===== src/twcr_pkg.sv =====
package twcr_pkg;

  // Build defaults and fixed limits
  localparam int TEX_DIM_MAX_DEF = 128;
  localparam int MAX_ROWS        = 1024;
  localparam int MAX_COLS        = 2048;
  localparam int BYTES_PER_PIXEL = 4;

  // Q16.16 position and step
  localparam int FRAC_BITS = 16;
  localparam int POS_W     = 32;

  // Field widths
  localparam int CMD_W     = 2;
  localparam int TEXIDX_W  = 14;
  localparam int TEXEL_W   = 32;
  localparam int COL_W     = 11;
  localparam int DSTART_W  = 10;
  localparam int DEND_W    = 11;
  localparam int LH_W      = 16;
  localparam int FRAC_W    = 16;
  localparam int ROW_W     = 10;
  localparam int POFF_W    = 24;
  localparam int ROWCNT_W  = 11;
  localparam int SH_W      = 11;
  localparam int LB_W      = 15;
  localparam int DIM_CFG_W = 8;

  // Configuration port
  localparam int CFG_IDX_W  = 3;
  localparam int CFG_DATA_W = 32;

  localparam logic [CFG_IDX_W-1:0] REG_SCREEN_HEIGHT = 3'd0;
  localparam logic [CFG_IDX_W-1:0] REG_CEILING_COLOR = 3'd1;
  localparam logic [CFG_IDX_W-1:0] REG_FLOOR_COLOR   = 3'd2;
  localparam logic [CFG_IDX_W-1:0] REG_LINE_BYTES    = 3'd3;
  localparam logic [CFG_IDX_W-1:0] REG_SOUTH_WIDTH   = 3'd4;
  localparam logic [CFG_IDX_W-1:0] REG_SOUTH_HEIGHT  = 3'd5;
  localparam logic [CFG_IDX_W-1:0] REG_NORTH_WIDTH   = 3'd6;
  localparam logic [CFG_IDX_W-1:0] REG_NORTH_HEIGHT  = 3'd7;

  // Command codes
  localparam logic [CMD_W-1:0] CMD_LOAD  = 2'd0;
  localparam logic [CMD_W-1:0] CMD_START = 2'd1;
  localparam logic [CMD_W-1:0] CMD_PIXEL = 2'd2;

  // Stream payloads, last declared field in the lowest bits
  typedef struct packed {
    logic [6:0]          pad;
    logic                ray_y_negative;
    logic                ray_x_positive;
    logic                side;
    logic [FRAC_W-1:0]   wall_frac;
    logic [LH_W-1:0]     line_height;
    logic [DEND_W-1:0]   draw_end;
    logic [DSTART_W-1:0] draw_start;
    logic [COL_W-1:0]    column;
    logic [TEXEL_W-1:0]  texel_value;
    logic [TEXIDX_W-1:0] texel_index;
  } twcr_in_data_t;

  typedef struct packed {
    logic             tex_select;
    logic [CMD_W-1:0] command;
  } twcr_in_user_t;

  typedef struct packed {
    logic [5:0]         pad;
    logic [TEXEL_W-1:0] color;
    logic [POFF_W-1:0]  pixel_offset;
    logic [ROW_W-1:0]   row;
  } twcr_out_data_t;

  localparam int IN_TDATA_W  = $bits(twcr_in_data_t);
  localparam int IN_TUSER_W  = $bits(twcr_in_user_t);
  localparam int OUT_TDATA_W = $bits(twcr_out_data_t);

  // Controller to datapath
  typedef struct packed {
    logic tex_we;
    logic start;
    logic emit;
    logic div_step;
    logic pos_init;
    logic out_load;
  } twcr_cmd_t;

  // Datapath to controller
  typedef struct packed {
    logic last_row;
  } twcr_stat_t;

  // Quotient bits of the step divider: texture height shifted up by the fraction
  function automatic int div_steps(input int tex_dim_max);
    div_steps = FRAC_BITS + $clog2(tex_dim_max + 1);
  endfunction

endpackage


===== src/twcr_ctrl.sv =====
module twcr_ctrl
  import twcr_pkg::*;
#(
  parameter int TEX_DIM_MAX = TEX_DIM_MAX_DEF
) (
  input  logic             clk,
  input  logic             rst_n,
  input  logic             in_tvalid,
  input  logic [CMD_W-1:0] in_command,
  input  logic             out_tready,
  input  twcr_stat_t       stat,
  output logic             in_tready,
  output logic             out_tvalid,
  output twcr_cmd_t        cmd
);

  localparam int DIV_STEPS = div_steps(TEX_DIM_MAX);
  localparam int CNT_W     = $clog2(DIV_STEPS);

  localparam logic [1:0] ST_IDLE = 2'd0;
  localparam logic [1:0] ST_DIV  = 2'd1;
  localparam logic [1:0] ST_MUL  = 2'd2;

  logic [1:0]       state_r, state_nxt;
  logic [CNT_W-1:0] cnt_r, cnt_nxt;
  logic             active_r, active_nxt;
  logic             s1_v_r, s1_v_nxt;
  logic             o_v_r, o_v_nxt;
  logic             s1_adv;
  logic             fire;

  // Handshake and datapath commands; hold the input closed during reset
  always_comb begin
    s1_adv       = s1_v_r && (!o_v_r || out_tready);
    in_tready    = rst_n && (state_r == ST_IDLE) && (!s1_v_r || s1_adv);
    fire         = in_tvalid && in_tready;
    cmd.tex_we   = fire && (in_command == CMD_LOAD);
    cmd.start    = fire && (in_command == CMD_START);
    cmd.emit     = fire && (in_command == CMD_PIXEL) && active_r;
    cmd.div_step = (state_r == ST_DIV);
    cmd.pos_init = (state_r == ST_MUL);
    cmd.out_load = s1_adv;
  end

  // Sequence a column start through divide and multiply
  always_comb begin
    state_nxt  = state_r;
    cnt_nxt    = cnt_r;
    active_nxt = active_r;
    unique case (state_r)
      ST_IDLE: begin
        if (cmd.start) begin
          state_nxt = ST_DIV;
          cnt_nxt   = '0;
        end
      end
      ST_DIV: begin
        if (cnt_r == CNT_W'(DIV_STEPS - 1)) begin
          state_nxt = ST_MUL;
        end else begin
          cnt_nxt = cnt_r + CNT_W'(1);
        end
      end
      ST_MUL: begin
        state_nxt  = ST_IDLE;
        active_nxt = 1'b1;
      end
      default: state_nxt = ST_IDLE;
    endcase
    // Drop out of the column after its final row
    if (cmd.emit && stat.last_row) begin
      active_nxt = 1'b0;
    end
  end

  // Advance the pixel stage and the output register
  always_comb begin
    s1_v_nxt = cmd.emit ? 1'b1 : (s1_adv ? 1'b0 : s1_v_r);
    o_v_nxt  = s1_adv ? 1'b1 : (out_tready ? 1'b0 : o_v_r);
  end

  always_ff @(posedge clk) begin
    if (!rst_n) begin
      state_r  <= ST_IDLE;
      cnt_r    <= '0;
      active_r <= 1'b0;
      s1_v_r   <= 1'b0;
      o_v_r    <= 1'b0;
    end else begin
      state_r  <= state_nxt;
      cnt_r    <= cnt_nxt;
      active_r <= active_nxt;
      s1_v_r   <= s1_v_nxt;
      o_v_r    <= o_v_nxt;
    end
  end

  assign out_tvalid = o_v_r;

endmodule


===== config.mk =====
export PLATFORM = sky130hd
export DESIGN_NAME = twcr_ctrl
export DESIGN_NICKNAME = d
export VERILOG_FILES = /design/src/twcr_pkg.sv /design/src/twcr_ctrl.sv
export SDC_FILE = /design/constraint.sdc
export NUM_CORES = 1
export LEC_CHECK = 0
export ABC_AREA = 1
export BUFFER_PORTS_ARGS = -buffer_cell sky130_fd_sc_hd__buf_2
export CAP_MARGIN = 20
export CORE_MARGIN = 10
export CORE_UTILIZATION = 41
export DETAILED_ROUTE_END_ITERATION = 8
export SYNTH_ARGS = -nofsm -noshare
export SYNTH_HDL_FRONTEND = slang
export SYNTH_SLANG_ARGS = --single-unit

===== constraint.sdc =====
create_clock -name clk -period 1.4 [get_ports clk]
set_input_delay 0.28 -clock clk [delete_from_list [all_inputs] [get_ports clk]]
set_output_delay 0.28 -clock clk [all_outputs]
set_load 0.005 [all_outputs]

# --- Word-level counts from Yosys, hierarchy flattened ---
# Cells that the tools add are included.
# W data, S select, Z words.
word_totals:
  register_bits: 10
  inputBits: 7
  output_inout_bits: 8
  elab_cells: 46
op_classes:
  n_addsub: 1
  n_eq_ne: 8
  mux: 10
  bitwise_logic: 1
  reduce_logical: 21
op_table:
  columns: ["cell", "n"]
  rows:
  - ["$mux W5", 2]
  - ["$pmux W5 S2", 1]
  - ["$logic_and A1 B1 Y1", 9]
  - ["$reduce_bool A2 Y1", 3]
  - ["$add A5 B1 Y5 const B", 1]
  - ["$eq A5 B5 Y1 const B", 1]
  - ["$eq A2 B1 Y1 const B", 2]
  - ["$eq A2 B2 Y1 const B", 2]
  - ["$logic_not A2 Y1", 2]
  - ["$mux W1", 4]
  - ["$mux W2", 2]
  - ["$ne A2 B2 Y1 const B", 2]
  - ["$pmux W2 S2", 1]
  - ["$reduce_and A3 Y1", 1]
  - ["$logic_not A1 Y1", 2]
  - ["$logic_or A1 B1 Y1", 2]
  - ["$ne A2 B1 Y1 const B", 1]
  - ["$reduce_and A2 Y1", 1]
  - ["$reduce_or A2 Y1", 1]
  - ["$not A1 Y1", 1]

# --- Logic depth before layout (Yosys ltp) ---
logic_depth:
  ltp_word: 10
  ltp_mapped: 8
  depth_no_buf: 8

# --- Least setup slack after synthesis ---
# OpenSTA, ideal clock, no wires.
synth_timing:
  path_kind: "flip-flop to output port"
  start: "reg state_r[0]"
  end: "out cmd[3] in the netlist's numbering"
  arrival_time_ns: 1.061
  required_time_ns: 1.120
  slack_ns: 0.059
  path_stages_with_launch: 8
  n_path_buf: 1
  path_cell_list: "dfxtp_1 inv_1 nand2_1 nor2_4 o21a_2 nand3_2 nor3_2 buf_4"
synth_rtl:
  columns: ["element", "line", "source"]
  rows:
  - ["start, declared", "twcr_ctrl.sv:24", "logic [1:0] state_r, state_nxt;"]
  - ["start signal, assigned", "twcr_ctrl.sv:90", "state_r <= state_nxt;"]
  - ["end, declared", "twcr_ctrl.sv:14", "output twcr_cmd_t cmd"]

==> results.toml <==
[outcome]
outcome = "finished, violations left"
violations = "negative setup slack"

[sta]
clock.fmax_mhz = 654
hold_violations = 0
rsz0062_at_grt = "yes"
finalWorstSetupSlack_ps = -129
hold_slack_ps = 277
slew_headroom = 0.857
worst_slew_pin_slew_ps = 213
post-route-min-period_ps = 1530
fin_skew_ps = 0.391
finalCritPeriodShare = 1.09
finalSetupViolations = 3
setup-tns-final_ps = -331
slew_viol_final = 0

[synth]
yosys-top-cells-area = "dfxtp_1 34%, nand2_1 9.0%, inv_1 7.7%"
synth_top_area_cell = "dfxtp_1"
syn_nets = 90
synth.avg_cell_area_um2 = 7.13
ys_top_cells_by_count = "14 x nand2_1, 12 x inv_1, 11 x nor2_1"
yosysSeqAreaShare = 0.343
synth_edf_count = 0
ys.warnings.count = 0
synth_ff_type = "dfxtp_1"
syn_area_um2 = 584
netlist_instances = 82
yosysMostFrequentCell = "nand2_1"
synth_seq_cells = 10
synthArstFlopShare = 0
yosysTopAreaCellShare = 0.343
ys_types = 21

[drt]
wl_um = 1310
dr.pass1.iters = 4
ant_nets = 0
post_drt_wl_per_cell_um = 11.0
drc_errors = 0
drtIter0Drc = 6
num_vias = 577
viasPerCell = 4.85

[placed_design]
numPortBuffers = 14
dp_hpwl_um = 1070
gp_congestion = 0.825
placed_cell_area_um2 = 681

[die]
die_h_um = 57.8
fp.coreArea_um2 = 1320
start_util = 0.443
ioPinCount = 15
fp-row-count = 13
chipWidth_um = 57.8
dieArea_um2 = 3340

[clock_network]
clk_pin_slew_ps = 70
clock-sinks = 10
cts_htree_levels = 1
cts_tree = "built"
cts_inserted_buffers = 3
cts-root-buf = "clkbuf_4"
clk_latency_ps = 270
clock_path_buffers = 2

[global_routing]
antenna_found_initial = 0
grt_start_max_net_pins = 7
overflow = 0
gr-usage-all-layers = 0.0800
grt_pass1_wl_um = 2250
first_global_vias = 580

[worst_setup_path]
worst_path_max_delay_cell = "dfxtp_2"
critPathBufInv = 2
critPathKind = "reg2out"
cpLargestDelayFamily = "flip-flops"
start_kind = "flop"
end_kind = "primary output"
critical_path_required_ps = 1120
critPathMaxFanout = 2
critPathMaxStageDelay_ps = 330
crit_chain = "inv_2 -> nand2_2 -> nor2_4 -> o21a_2 -> nand3_2 -> nor3_2 -> buf_2"
arrival_ps = 1250

[power_and_ir_drop]
pwr-share-comb = 0.130
cellPowerDensity_nw_per_um2 = 851
intPower_w = 0.000486
power.leakage_nw = 0.354
p_switching_w = 0.000154
seqPwrFrac = 0.458
p_clk_frac = 0.412
switching_share = 0.241
ir_drop_uv = 701

[final_layout]
nNetsFinal = 113
syn_to_final_growth_pct = 28.7
layout-drive-gt1-share = 0.423
design_area_um2 = 752
diodes = 0
final.fill_count = 127

[hold_path]
hold_path.class = "in2reg"

[job]
drv_cap = 0
metal layers:
layer  global-route usage  share of wire  routed length, µm  vias up
li1                     -              -                  -      309
met1               0.0883           0.44                579      251
met2                0.126           0.43                567       15
met3               0.0370           0.11                139        2
met4               0.0403          0.015                 20        0
met5                    0              0                  0        -
area by class of cell:
class / count / area [µm²] / area share
Inverter: 14 / 52.6 / 0.0699
Multi-Input combinational cell: 55 / 314 / 0.418
Timing Repair Buffer: 21 / 126 / 0.168
Sequential cell: 10 / 204 / 0.271
Clock buffer: 4 / 36.3 / 0.0483
Tap cell: 15 / 18.8 / 0.0250
cell usage in the layout, fill, tap and decap left out, types with 5 or more instances in the layout:
cell type / count
inv_2: 5
inv_1: 9
a21oi_1: 5
buf_2: 14
nand2_1: 12
dfxtp_1: 7
nand3_1: 6
buf_4: 6
nor2_1: 11
worst min-delay path, stage by stage:
cell and delay [ps]:
buf_2 130, nand2_1 60, nor2_1 30
kinds of logic (layout without fill, tap and decap cells):
family	count (synthesis)	in the layout	share of synthesized area
buffers and inverters	17	39	0.128
adder cells (fa/ha/maj)	1	1	0.0214
AO/OA/AOI/OAI	8	8	0.0749
AND/OR/NAND/NOR	46	46	0.433
flip-flops	10	10	0.343
path summary, 6_finish.rpt:
kind,depth (start not counted),end,slack [ps],from
min reg2reg,2,cnt_r[3]$_SDFFE_PN0P_,460,cnt_r[3]$_SDFFE_PN0P_
max reg2reg,11,cnt_r[3]$_SDFFE_PN0P_,110,state_r[0]$_SDFFE_PN0P_
max,7,cmd[3],-130,state_r[0]$_SDFFE_PN0P_
min,3,cnt_r[1]$_SDFFE_PN0P_,280,rst_n
per-stage QoR:
| step | instances | power, W | setup slack, ps | utilization |
|---|---|---|---|---|
| final | 119 | 0.000640 | -129 | 0.571 |
| after global routing | 119 | 0.000672 | -225 | 0.571 |
| after CTS | 118 | 0.000642 | -145 | 0.559 |
| after detailed placement | 112 | 0.000376 | 67.5 | 0.517 |
| after global placement | 112 | 0.000375 | 119 | 0.517 |
| after floorplan | 82 | 0.000343 | 58.7 | - |
flip-flops by register name (all words and copies together), names as in the netlist:
register / flops
active_r: 1
cnt_r: 5
out_tvalid: 1
s1_v_r: 1
state_r: 2
power groups by stage:
stage           logic, W  registers, W  clock network, W
6_report       0.0000833      0.000293          0.000264
5_1_grt        0.0000947      0.000293          0.000285
4_1_cts        0.0000793      0.000293          0.000270
3_5_place_dp   0.0000773      0.000299                 0
3_3_place_gp   0.0000765      0.000299                 0
2_1_floorplan  0.0000438      0.000299                 0
timing repair:
action                     in CTS  in global routing
hold buffers                    0                  0
setup endpoints to repair       4                  6
setup buffers                   2                  1
cloned                          0                  0
pin swaps                       0                  1
resized for setup               6                  3
(Power assumes the default switching activity.)
